<file path="config.mk">
export PLATFORM = sky130hd
export DESIGN_NAME = i2c_target_echo_buffer_unit
export DESIGN_NICKNAME = d
export VERILOG_FILES = /design/src/hdl/i2cteb_pkg.sv /design/src/hdl/i2c_target_echo_buffer_unit.sv /design/src/hdl/i2cteb_store.sv /design/src/hdl/i2cteb_engine.sv /design/src/hdl/i2cteb_out_stage.sv
export SDC_FILE = /design/constraint.sdc
export NUM_CORES = 1
export LEC_CHECK = 0
export BUFFER_PORTS_ARGS = -buffer_cell sky130_fd_sc_hd__buf_2
export CAP_MARGIN = 20
export CORE_MARGIN = 3
export CORE_UTILIZATION = 60
export CTS_CLUSTER_SIZE = 12
export DETAILED_ROUTE_END_ITERATION = 16
export HOLD_SLACK_MARGIN = 0.06
export MAX_ROUTING_LAYER = met4
export PLACE_DENSITY_LB_ADDON = 0.08
export SLEW_MARGIN = 25
export SYNTH_ARGS = -nofsm -noshare
export SYNTH_HDL_FRONTEND = slang
export SYNTH_SLANG_ARGS = --single-unit
export TNS_END_PERCENT = 50
</file>
<file path="constraint.sdc">
create_clock -name clk -period 3.7 [get_ports clk]
set_input_delay 0.74 -clock clk [delete_from_list [all_inputs] [get_ports clk]]
set_output_delay 0.74 -clock clk [all_outputs]
set_load 0.03 [all_outputs]
</file>
<file path="src/hdl/i2cteb_pkg.sv">
package i2cteb_pkg;

  localparam int BUFFER_DEPTH_DEF = 16;

  localparam int CFG_INDEX_W = 2;
  localparam int CFG_DATA_W  = 8;

  localparam logic [CFG_INDEX_W-1:0] CFG_OWN_ADDRESS     = 2'd0;
  localparam logic [CFG_INDEX_W-1:0] CFG_EMPTY_READ_BYTE = 2'd1;
  localparam logic [CFG_INDEX_W-1:0] CFG_FILLER_BASE     = 2'd2;

  localparam logic [6:0] OWN_ADDRESS_RST     = 7'h30;
  localparam logic [7:0] EMPTY_READ_BYTE_RST = 8'hAA;
  localparam logic [7:0] FILLER_BASE_RST     = 8'h50;

  // bit counter marks: eighth bit done, ninth (acknowledge) clock
  localparam logic [3:0] BIT_BYTE_DONE = 4'd8;
  localparam logic [3:0] BIT_ACK       = 4'd9;

  localparam int IN_DATA_W  = 8;
  localparam int OUT_DATA_W = 24;

  typedef enum logic [3:0] {
    PH_IDLE = 4'b0001,
    PH_ADDR = 4'b0010,
    PH_RECV = 4'b0100,
    PH_SEND = 4'b1000
  } phase_t;

  localparam logic [1:0] PHASE_CODE_IDLE = 2'd0;
  localparam logic [1:0] PHASE_CODE_ADDR = 2'd1;
  localparam logic [1:0] PHASE_CODE_RECV = 2'd2;
  localparam logic [1:0] PHASE_CODE_SEND = 2'd3;

  typedef struct packed {
    logic [4:0] stored_count;
    logic [1:0] bus_phase;
    logic       data_ready;
    logic [7:0] byte_value;
    logic       byte_stored;
    logic       sda_pull_low;
  } result_t;

  function automatic logic [1:0] phase_code(input phase_t ph);
    logic [1:0] code;
    case (ph)
      PH_ADDR: code = PHASE_CODE_ADDR;
      PH_RECV: code = PHASE_CODE_RECV;
      PH_SEND: code = PHASE_CODE_SEND;
      default: code = PHASE_CODE_IDLE;
    endcase
    return code;
  endfunction

endpackage

</file>
<file path="src/hdl/i2c_target_echo_buffer_unit.sv">
// I2C target with a write/read-back byte buffer, driven by pin samples.
// Input stream: one request per clock carries the sampled SCL and SDA
// levels and a clear strobe for the ready flag and byte count.
// Output stream: one result per request with the SDA pull-down, the
// received-byte strobe and value, the ready flag, bus phase and count.
// Latency: a result appears on m_tvalid the cycle after its request is
// taken. Throughput: one request per clock; the protocol step settles in
// the accepting cycle and lands in the result register at its edge, and
// the buffer memory read is registered and fetched ahead at the index the next step may need.
// When the receiver stalls, the result waits in the output register and
// s_tready drops only while that register is full and not being taken.
// Reset (rst, synchronous) returns the target to idle with SCL/SDA seen
// high, clears the count and ready flag and loads the register defaults
// (own address 0x30, empty read byte 0xAA, filler base 0x50). The buffer
// contents are not cleared; only entries below the count are read.
// Configuration writes (cfg_we, cfg_index, cfg_data) take effect at the
// next edge and belong in idle periods of the stream.
module i2c_target_echo_buffer_unit #(
  parameter int BUFFER_DEPTH = i2cteb_pkg::BUFFER_DEPTH_DEF
) (
  input  logic                               clk,
  input  logic                               rst,
  // s_tdata: [0] scl_level, [1] sda_level, [2] clear_ready
  input  logic                               s_tvalid,
  output logic                               s_tready,
  input  logic [i2cteb_pkg::IN_DATA_W-1:0]   s_tdata,
  // m_tdata: [0] sda_pull_low, [1] byte_stored, [9:2] byte_value,
  //          [10] data_ready, [12:11] bus_phase, [17:13] stored_count
  output logic                               m_tvalid,
  input  logic                               m_tready,
  output logic [i2cteb_pkg::OUT_DATA_W-1:0]  m_tdata,
  input  logic                               cfg_we,
  input  logic [i2cteb_pkg::CFG_INDEX_W-1:0] cfg_index,
  input  logic [i2cteb_pkg::CFG_DATA_W-1:0]  cfg_data
);
  import i2cteb_pkg::*;

  localparam int AW = (BUFFER_DEPTH > 1) ? $clog2(BUFFER_DEPTH) : 1;
  localparam int FW = $clog2(BUFFER_DEPTH + 1);

  logic          step;
  logic          wr_en;
  logic [AW-1:0] wr_addr, rd_addr;
  logic [7:0]    wr_data, rd_data;
  result_t       result;
  logic          space;

  assign s_tready = space;
  assign step     = s_tvalid && space;

  i2cteb_store #(
    .DEPTH (BUFFER_DEPTH),
    .AW    (AW)
  ) u_store (
    .clk     (clk),
    .wr_en   (wr_en),
    .wr_addr (wr_addr),
    .wr_data (wr_data),
    .rd_addr (rd_addr),
    .rd_data (rd_data)
  );

  i2cteb_engine #(
    .DEPTH (BUFFER_DEPTH),
    .AW    (AW),
    .FW    (FW)
  ) u_engine (
    .clk       (clk),
    .rst       (rst),
    .step      (step),
    .scl       (s_tdata[0]),
    .sda       (s_tdata[1]),
    .clr       (s_tdata[2]),
    .cfg_we    (cfg_we),
    .cfg_index (cfg_index),
    .cfg_data  (cfg_data),
    .rd_data   (rd_data),
    .wr_en     (wr_en),
    .wr_addr   (wr_addr),
    .wr_data   (wr_data),
    .rd_addr   (rd_addr),
    .result    (result)
  );

  i2cteb_out_stage u_out (
    .clk      (clk),
    .rst      (rst),
    .load     (step),
    .result   (result),
    .space    (space),
    .m_tvalid (m_tvalid),
    .m_tready (m_tready),
    .m_tdata  (m_tdata)
  );

endmodule

</file>
<file path="src/hdl/i2cteb_store.sv">
module i2cteb_store #(
  parameter int DEPTH = 16,
  parameter int AW    = 4
) (
  input  logic          clk,
  input  logic          wr_en,
  input  logic [AW-1:0] wr_addr,
  input  logic [7:0]    wr_data,
  input  logic [AW-1:0] rd_addr,
  output logic [7:0]    rd_data
);

  logic [7:0] mem [DEPTH];

  always_ff @(posedge clk) begin
    if (wr_en) begin
      mem[wr_addr] <= wr_data;
    end
  end

  // forward a write that lands on the entry being fetched
  always_ff @(posedge clk) begin
    if (wr_en && (wr_addr == rd_addr)) begin
      rd_data <= wr_data;
    end else begin
      rd_data <= mem[rd_addr];
    end
  end

endmodule

</file>
<file path="src/hdl/i2cteb_engine.sv">
module i2cteb_engine #(
  parameter int DEPTH = 16,
  parameter int AW    = 4,
  parameter int FW    = 5
) (
  input  logic                                clk,
  input  logic                                rst,
  input  logic                                step,
  input  logic                                scl,
  input  logic                                sda,
  input  logic                                clr,
  input  logic                                cfg_we,
  input  logic [i2cteb_pkg::CFG_INDEX_W-1:0]  cfg_index,
  input  logic [i2cteb_pkg::CFG_DATA_W-1:0]   cfg_data,
  input  logic [7:0]                          rd_data,
  output logic                                wr_en,
  output logic [AW-1:0]                       wr_addr,
  output logic [7:0]                          wr_data,
  output logic [AW-1:0]                       rd_addr,
  output i2cteb_pkg::result_t                 result
);
  import i2cteb_pkg::*;

  logic [6:0] own_address;
  logic [7:0] empty_read_byte;
  logic [7:0] filler_base;

  phase_t     phase, phase_next;
  logic       scl_prev, sda_prev;
  logic [3:0] bit_cnt, bit_cnt_next;
  logic [7:0] shift_in, shift_in_next;
  logic [7:0] shift_out, shift_out_next;
  logic [7:0] send_index, send_index_next;
  logic [FW-1:0] fill_count, fill_count_next;
  logic       ready_flag, ready_flag_next;
  logic       ack_drive, ack_drive_next;

  logic [FW-1:0] fill_eff;
  logic [7:0]    send_plus, fetch_index;
  logic          rise, fall, start_cond, stop_cond;
  logic          stored;
  logic [7:0]    value;
  logic          pull;
  logic [31:0]   count_wide;

  always_ff @(posedge clk) begin
    if (rst) begin
      own_address     <= OWN_ADDRESS_RST;
      empty_read_byte <= EMPTY_READ_BYTE_RST;
      filler_base     <= FILLER_BASE_RST;
    end else if (cfg_we) begin
      case (cfg_index)
        CFG_OWN_ADDRESS:     own_address     <= cfg_data[6:0];
        CFG_EMPTY_READ_BYTE: empty_read_byte <= cfg_data;
        CFG_FILLER_BASE:     filler_base     <= cfg_data;
        default: ;
      endcase
    end
  end

  assign rise       = !scl_prev && scl;
  assign fall       = scl_prev && !scl;
  assign start_cond = scl_prev && scl && sda_prev && !sda;
  assign stop_cond  = scl_prev && scl && !sda_prev && sda;
  assign fill_eff   = clr ? '0 : fill_count;
  assign send_plus  = send_index + 8'd1;

  always_comb begin
    phase_next      = phase;
    bit_cnt_next    = bit_cnt;
    shift_in_next   = shift_in;
    shift_out_next  = shift_out;
    send_index_next = send_index;
    fill_count_next = fill_count;
    ready_flag_next = ready_flag;
    ack_drive_next  = ack_drive;
    wr_en           = 1'b0;
    wr_addr         = fill_eff[AW-1:0];
    wr_data         = shift_in;
    stored          = 1'b0;
    value           = 8'd0;
    if (step) begin
      fill_count_next = fill_eff;
      if (clr) begin
        ready_flag_next = 1'b0;
      end
      if (start_cond) begin
        phase_next     = PH_ADDR;
        bit_cnt_next   = 4'd0;
        shift_in_next  = 8'd0;
        ack_drive_next = 1'b0;
      end else if (stop_cond) begin
        if ((phase == PH_RECV) && (fill_eff != '0)) begin
          ready_flag_next = 1'b1;
        end
        phase_next     = PH_IDLE;
        bit_cnt_next   = 4'd0;
        ack_drive_next = 1'b0;
      end else if ((phase == PH_ADDR) || (phase == PH_RECV)) begin
        if (rise && (bit_cnt < BIT_BYTE_DONE)) begin
          shift_in_next = {shift_in[6:0], sda};
          bit_cnt_next  = bit_cnt + 4'd1;
        end else if (fall && (bit_cnt == BIT_BYTE_DONE)) begin
          if (phase == PH_ADDR) begin
            if (shift_in[7:1] == own_address) begin
              ack_drive_next = 1'b1;
              bit_cnt_next   = BIT_ACK;
            end else begin
              phase_next   = PH_IDLE;
              bit_cnt_next = 4'd0;
            end
          end else begin
            // a full buffer still acknowledges and reports the byte
            if (9'(fill_eff) < 9'(DEPTH)) begin
              wr_en           = 1'b1;
              fill_count_next = fill_eff + FW'(1);
            end
            stored         = 1'b1;
            value          = shift_in;
            ack_drive_next = 1'b1;
            bit_cnt_next   = BIT_ACK;
          end
        end else if (fall && (bit_cnt == BIT_ACK)) begin
          ack_drive_next = 1'b0;
          bit_cnt_next   = 4'd0;
          if (phase == PH_ADDR) begin
            if (shift_in[0]) begin
              phase_next      = PH_SEND;
              send_index_next = 8'd0;
              shift_out_next  = (fill_eff != '0) ? rd_data : empty_read_byte;
            end else begin
              phase_next      = PH_RECV;
              fill_count_next = '0;
            end
          end
          shift_in_next = 8'd0;
        end
      end else if (phase == PH_SEND) begin
        if (fall && (bit_cnt < BIT_BYTE_DONE)) begin
          bit_cnt_next = bit_cnt + 4'd1;
        end else if (rise && (bit_cnt == BIT_BYTE_DONE)) begin
          if (!sda) begin
            send_index_next = send_plus;
            if ((9'(send_plus) < 9'(fill_eff)) && (9'(send_plus) < 9'(DEPTH))) begin
              shift_out_next = rd_data;
            end else begin
              shift_out_next = filler_base + send_plus;
            end
            bit_cnt_next = BIT_ACK;
          end else begin
            phase_next   = PH_IDLE;
            bit_cnt_next = 4'd0;
          end
        end else if (fall && (bit_cnt == BIT_ACK)) begin
          bit_cnt_next = 4'd0;
        end
      end
    end
  end

  // prefetch the entry the next request may need: index 0 outside a read,
  // otherwise the byte after the current one
  always_comb begin
    fetch_index = send_index_next + 8'd1;
    if (phase_next == PH_SEND) begin
      rd_addr = fetch_index[AW-1:0];
    end else begin
      rd_addr = '0;
    end
  end

  always_comb begin
    pull = ack_drive_next;
    if ((phase_next == PH_SEND) && (bit_cnt_next < BIT_BYTE_DONE)) begin
      if (!shift_out_next[~bit_cnt_next[2:0]]) begin
        pull = 1'b1;
      end
    end
    count_wide          = 32'(fill_count_next);
    result.sda_pull_low = pull;
    result.byte_stored  = stored;
    result.byte_value   = value;
    result.data_ready   = ready_flag_next;
    result.bus_phase    = phase_code(phase_next);
    result.stored_count = count_wide[4:0];
  end

  always_ff @(posedge clk) begin
    if (rst) begin
      phase      <= PH_IDLE;
      scl_prev   <= 1'b1;
      sda_prev   <= 1'b1;
      bit_cnt    <= 4'd0;
      shift_in   <= 8'd0;
      shift_out  <= 8'd0;
      send_index <= 8'd0;
      fill_count <= '0;
      ready_flag <= 1'b0;
      ack_drive  <= 1'b0;
    end else begin
      phase      <= phase_next;
      bit_cnt    <= bit_cnt_next;
      shift_in   <= shift_in_next;
      shift_out  <= shift_out_next;
      send_index <= send_index_next;
      fill_count <= fill_count_next;
      ready_flag <= ready_flag_next;
      ack_drive  <= ack_drive_next;
      if (step) begin
        scl_prev <= scl;
        sda_prev <= sda;
      end
    end
  end

endmodule

</file>
<file path="src/hdl/i2cteb_out_stage.sv">
module i2cteb_out_stage (
  input  logic                                 clk,
  input  logic                                 rst,
  input  logic                                 load,
  input  i2cteb_pkg::result_t                  result,
  output logic                                 space,
  output logic                                 m_tvalid,
  input  logic                                 m_tready,
  output logic [i2cteb_pkg::OUT_DATA_W-1:0]    m_tdata
);
  import i2cteb_pkg::*;

  assign space = !m_tvalid || m_tready;

  always_ff @(posedge clk) begin
    if (rst) begin
      m_tvalid <= 1'b0;
    end else if (space) begin
      m_tvalid <= load;
    end
  end

  always_ff @(posedge clk) begin
    if (load) begin
      m_tdata <= OUT_DATA_W'(result);
    end
  end

endmodule

</file>
======== Yosys cells after proc, flatten, opt, wreduce, memory -nomap -nowiden ========
Memories as Yosys holds them, arrays and structs flattened. A register that Yosys moved wholly into a read port is not among the register bits.
Index checks and enable logic that the tools add are counted.
cells by class
  $add $sub $neg .......................... 5
  $mul .................................... 0
  divide/modulo/power cells ............... 0
  magnitude comparators ................... 6
  equality and inequality tests ........... 13
  shifts and indexed selects .............. 0
  mux-type cells .......................... 105
  bitwise operators ....................... 3
  reductions and logical operators ........ 33
operators with widths
  operator               count
  $mux W8                34
  $mux W4                29
  $mux W5                12
  $mux W1                28
  $eq A4 B4 Y1 const B   4
  $logic_and A1 B1 Y1    16
  $add A4 B1 Y4 const B  2
  $add A8 B1 Y8 const B  1
  $add A8 B8 Y8          1
  $eq A4 B2 Y1 const B   2
  $eq A4 B3 Y1 const B   2
  $lt A4 B4 Y1 const B   2
  $lt A8 B5 Y1           1
  $lt A8 B5 Y1 const B   1
  $eq A7 B7 Y1           1
  $pmux W2 S3            1
  $reduce_and A2 Y1      3
  $reduce_or A6 Y1       1
  $add A5 B1 Y5 const B  1
  $logic_not A1 Y1       5
  $lt A5 B5 Y1 const B   1
  $reduce_and A5 Y1      1
  $reduce_bool A5 Y1     1
  $reduce_or A5 Y1       1
  12 further kinds       14
word-level totals
  flip-flop bits (word level) ............. 83
  latch bits .............................. 0
  memory bits (writable) .................. 128
  ROM bits ................................ 0
  output and inout bits ................... 26
  memories ................................ 1
memories
  name         depth  bits a word  read ports  clocked after Yosys merged registers in  write ports  line                RTL
  u_store.mem  16     8            1           1                                        1            i2cteb_store.sv:13  logic [7:0] mem [DEPTH];

======== Depth between registers and ports, before layout ========
  depth in word-level cells ............... 16
  mapped depth ............................ 14
  mapped depth without buffers ............ 13

======== Hierarchy ========
A second synthesis with hierarchy kept.
second synthesis, totals
  cell total of the unflattened synthesis .. 800
  area total of the unflattened synthesis .. 10032.1 µm²
modules (own cells, without submodules)
  module                       instances  cells an instance  area an instance (µm²)  seq. area each (µm²)
  i2cteb_store                 1          225                5067.4                  3923.8
  i2cteb_engine                1          545                4322.9                  1281.2
  i2cteb_out_stage             1          29                 635.6                   560.5
  i2c_target_echo_buffer_unit  1          1                  6.3                     0.0

======== Worst setup path after synthesis ========
No wires, ideal clock.
  path kind ............................... input to register
  start ................................... input port m_tready
  end ..................................... register u_out.m_tdata[0] (netlist name), data pin
  data arrival time ....................... 2894 ps
  path slack .............................. 538 ps
  stages .................................. 10
  path through ............................ nand2b_1 > and4_1 > clkbuf_1 > buf_2 > o21ai_1 > a221oi_1 > nand3_1 > mux2_1 > nor3b_1 > o41ai_2
RTL lines
  element               line                               RTL
  from (decl)           i2c_target_echo_buffer_unit.sv:30  input logic m_tready,
  to (signal assigned)  i2cteb_out_stage.sv:25             m_tdata <= OUT_DATA_W'(result);
  to (decl)             i2cteb_out_stage.sv:9              output logic [i2cteb_pkg::OUT_DATA_W-1:0] m_tdata

==> reports/results.md <==
## Run status
* finished clean — status

## Global route
* 0 — number of antenna violations at the first check in global routing
* 0 — global route overflow
* 0.2746 — Global Route Usage Sum
* 37.22 mm — first-pass GRT wire length
* 6558 — number of global-route vias before repair
* 42 — largest net degree at the start of global routing

## Logic synthesis
* edfxtp_1 — cell accounting for the most synthesized area
* 0.4429 — top-area cell type share of the netlist area
* edfxtp_1, dfxtp_1, mux4_2 — top cells by area in the synthesized netlist
* 146 — number of enable flip-flop cells after synthesis
* 9899 sq um — combined area of all synthesized cells
* edfxtp_1 — Primary FF master, synth
* 79 — number of distinct library cells after synthesis
* 776 — number of cells produced by synthesis
* 215 — synthesized flop and latch total
* 0.5824 — sequential share of the synthesized area
* 12.76 sq um — Mean Syn Cell Area
* 0 — number of warnings reported in the yosys synthesis log
* 0 — share of flip-flops with an asynchronous set or reset after synthesis

## Worst setup path
* 20 — Max FO, Critical Path
* 3.93 ns — data required time at the worst endpoint
* register — nature of the critical path startpoint
* register to register — Crit Path Class
* 3.65 ns — WP data arrival
* register — Critical Path Sink Type

## Layout
* 0.7030 — end-of-flow core utilization
* 3876 sq um — multi-input logic area
* 0.1901 — share of post-route cells with drive strength above 1
* 1132 — FILL cells
* 13.62% — post-synthesis to final-layout area growth
* 0 — number of diodes added for antenna fixing
* 896 — net total in the final layout
* edfxtp_1 — leading cell type in the layout, fill and taps excluded
* 11250 sq um — Finished Cell Area
* 5766 sq um — Reg area
* edfxtp_1, nor2_1, dfxtp_1 — commonest cells after routing, fill and taps aside

## Place
* 0.9186 — routability-driven placement congestion ratio
* 0.3160 ns — worst-case setup slack after placement
* 10560 sq um — cell area after placement
* 37 — total of buffers placed on input and output ports
* 16.34 mm — Post-DP HPWL

## Timing
* 0 ns — sum of negative setup slack
* 0 — final setup violation count
* 292.5 MHz — maximum operating frequency
* 0 — final hold violations
* 0.4515 — worst slew margin relative to its limit
* 0.2810 ns — Worst Slack Setup Final
* 0 — Max Slew Vio Count
* 0.9241 — final clock period utilization by the worst path
* 0.8217 ns — Least-Margin Pin Slew
* 3.419 ns — final period demand of the worst path
* no — unrepaired setup endpoints after global routing
* 0.01204 ns — Fin Clk Skew

## CTS
* 0.50 ns — clk_lat worst skew
* 0 — post-CTS setup buffer count
* 0.06 ns — clock slew at the register clock pins of the worst setup and hold paths
* 1 — number of levels in the clock H-tree
* clkbuf_16 — clk root buf
* 0 — number of gates resized after cts
* built — clock tree from TritonCTS
* 23 — clock buffers created by TritonCTS
* 215 — clk sinks
* 0 — # hold bufs at CTS
* 3 — worst-case clock buffer depth

## Hold path
* primary input to register — Hold Path Class

## Floorplan
* 134.5 microns — horizontal die dimension
* 134.5 microns — Vert. Die Dim
* 49 — Top Ports
* 46 — Row Count
* 16000 sq um — Floorplan Core Area
* 0.6187 — starting density of the core
* 18080 sq um — area enclosed by the die boundary

## Power and ir drop
* 4873 uW — sum of internal, switching and leakage power
* 0.004269 uW — Lkg Pwr
* 0.5305 mV — Peak supply drop
* 433.2 nW/um^2 — power density over the cells

## Detailed routing
* 22.01 microns — average wire per standard cell
* 5 — iteration count of the initial detailed-routing pass
* 646 — First DRT Iteration DRCs
* 23.86 mm — post-detailed-routing wire length
* 6785 — routed vias
* 0 — number of routed nets with antenna violations
* 6.259 — detail-routed via count per cell
* 0 — Post-route DRC

## Job
* 0 — max cap viols

## worst max-delay path: stages, from the launching register on
cell	delay (ns)
dfxtp_1	0.85
xnor2_1	0.20
nand4_1	0.23
o211ai_1	0.68
nand4_1	0.20
a31o_4	0.32
mux2_1	0.34
nor3b_1	0.24
o41ai_2	0.08
## synthesized netlist by cell type, types with 7 or more instances
cell type  instances
a211o_1           10
mux2i_1           29
xnor2_1           19
a21oi_1           27
mux4_2            33
nor2_1            86
buf_1              7
nand3_1           21
nand3b_1           8
buf_2              8
nor2b_1           20
nand2b_1          12
a211oi_1           9
nand2_1           42
inv_1             22
ha_1              21
clkbuf_1          19
o21ai_0           16
o21ai_1           10
nor3_1            10
dfxtp_1           69
a22oi_1            9
and3_1            13
edfxtp_1         146
## per-stage QoR
stage	instances	hold WS, ns
detailed placement	1042	0.4859
global placement	1042	0.4723
CTS	1084	0.4794
finish	1084	0.4939
floorplan	781	0.4313
global route	1084	0.4925
## cell families (layout without fill, tap and decap cells)
kind of cell / Yosys count / count (layout) / synth area share
and+or+nand+nor: 251 / 251 / 0.1323
DFF: 215 / 215 / 0.5824
AOI/OAI and AO/OA: 131 / 131 / 0.09505
xor gates and xnor gates: 25 / 25 / 0.02212
muxes: 68 / 68 / 0.1112
buffers and inverters: 63 / 150 / 0.02793
other: 1 / 6 / 0.0003788
adders and majority gates: 22 / 22 / 0.02856
## flip-flops by register name, summed over array words and instances (netlist names), 4 cells and up, named ones only
name / flops
u_engine.empty_read_byte: 8
u_engine.filler_base: 8
u_engine.fill_count: 5
u_engine.shift_out: 8
u_engine.bit_cnt: 4
u_out.m_tdata: 18
u_store.mem: 128
u_engine.wr_data: 8
u_engine.phase: 4
u_engine.own_address: 7
u_engine.send_index: 8
## final timing paths
kind	from	endpoint	slack, ns	cells after the start
min reg2reg	u_engine.filler_base[4]	u_engine.filler_base[4]	0.50	1
max	u_engine.wr_data[1]	u_out.m_tdata[0]	0.28	8
max reg2reg	u_engine.wr_data[1]	u_out.m_tdata[0]	0.28	8
min	cfg_data[4]	u_engine.own_address[4]	0.49	2
## final cells by class
type,count,area share
timing repair buffer,86,0.05028
inverter,22,0.007341
sequential,215,0.5126
clock inverter,6,0.005673
clock buffer,36,0.05551
multi-input combinational,503,0.3446
tap,216,0.02403
## layer usage
metal  wire length, microns  up-vias  track usage  part of all wire
met5                      0        -            -                 0
li1                       -     3090            -                 -
met1                  10680     3340       0.4040              0.45
met2                  10940      311       0.4087              0.46
met4                    545        0      0.07579             0.023
met3                   1695       44      0.03949             0.071
## report_power, final
part           internal [uW]  switching (uW)  total, uW
Clock                   1230             868       2100
Sequential              2560            18.8       2580
Combinational           62.4             127        190
Power figures use the tool's default switching activity.
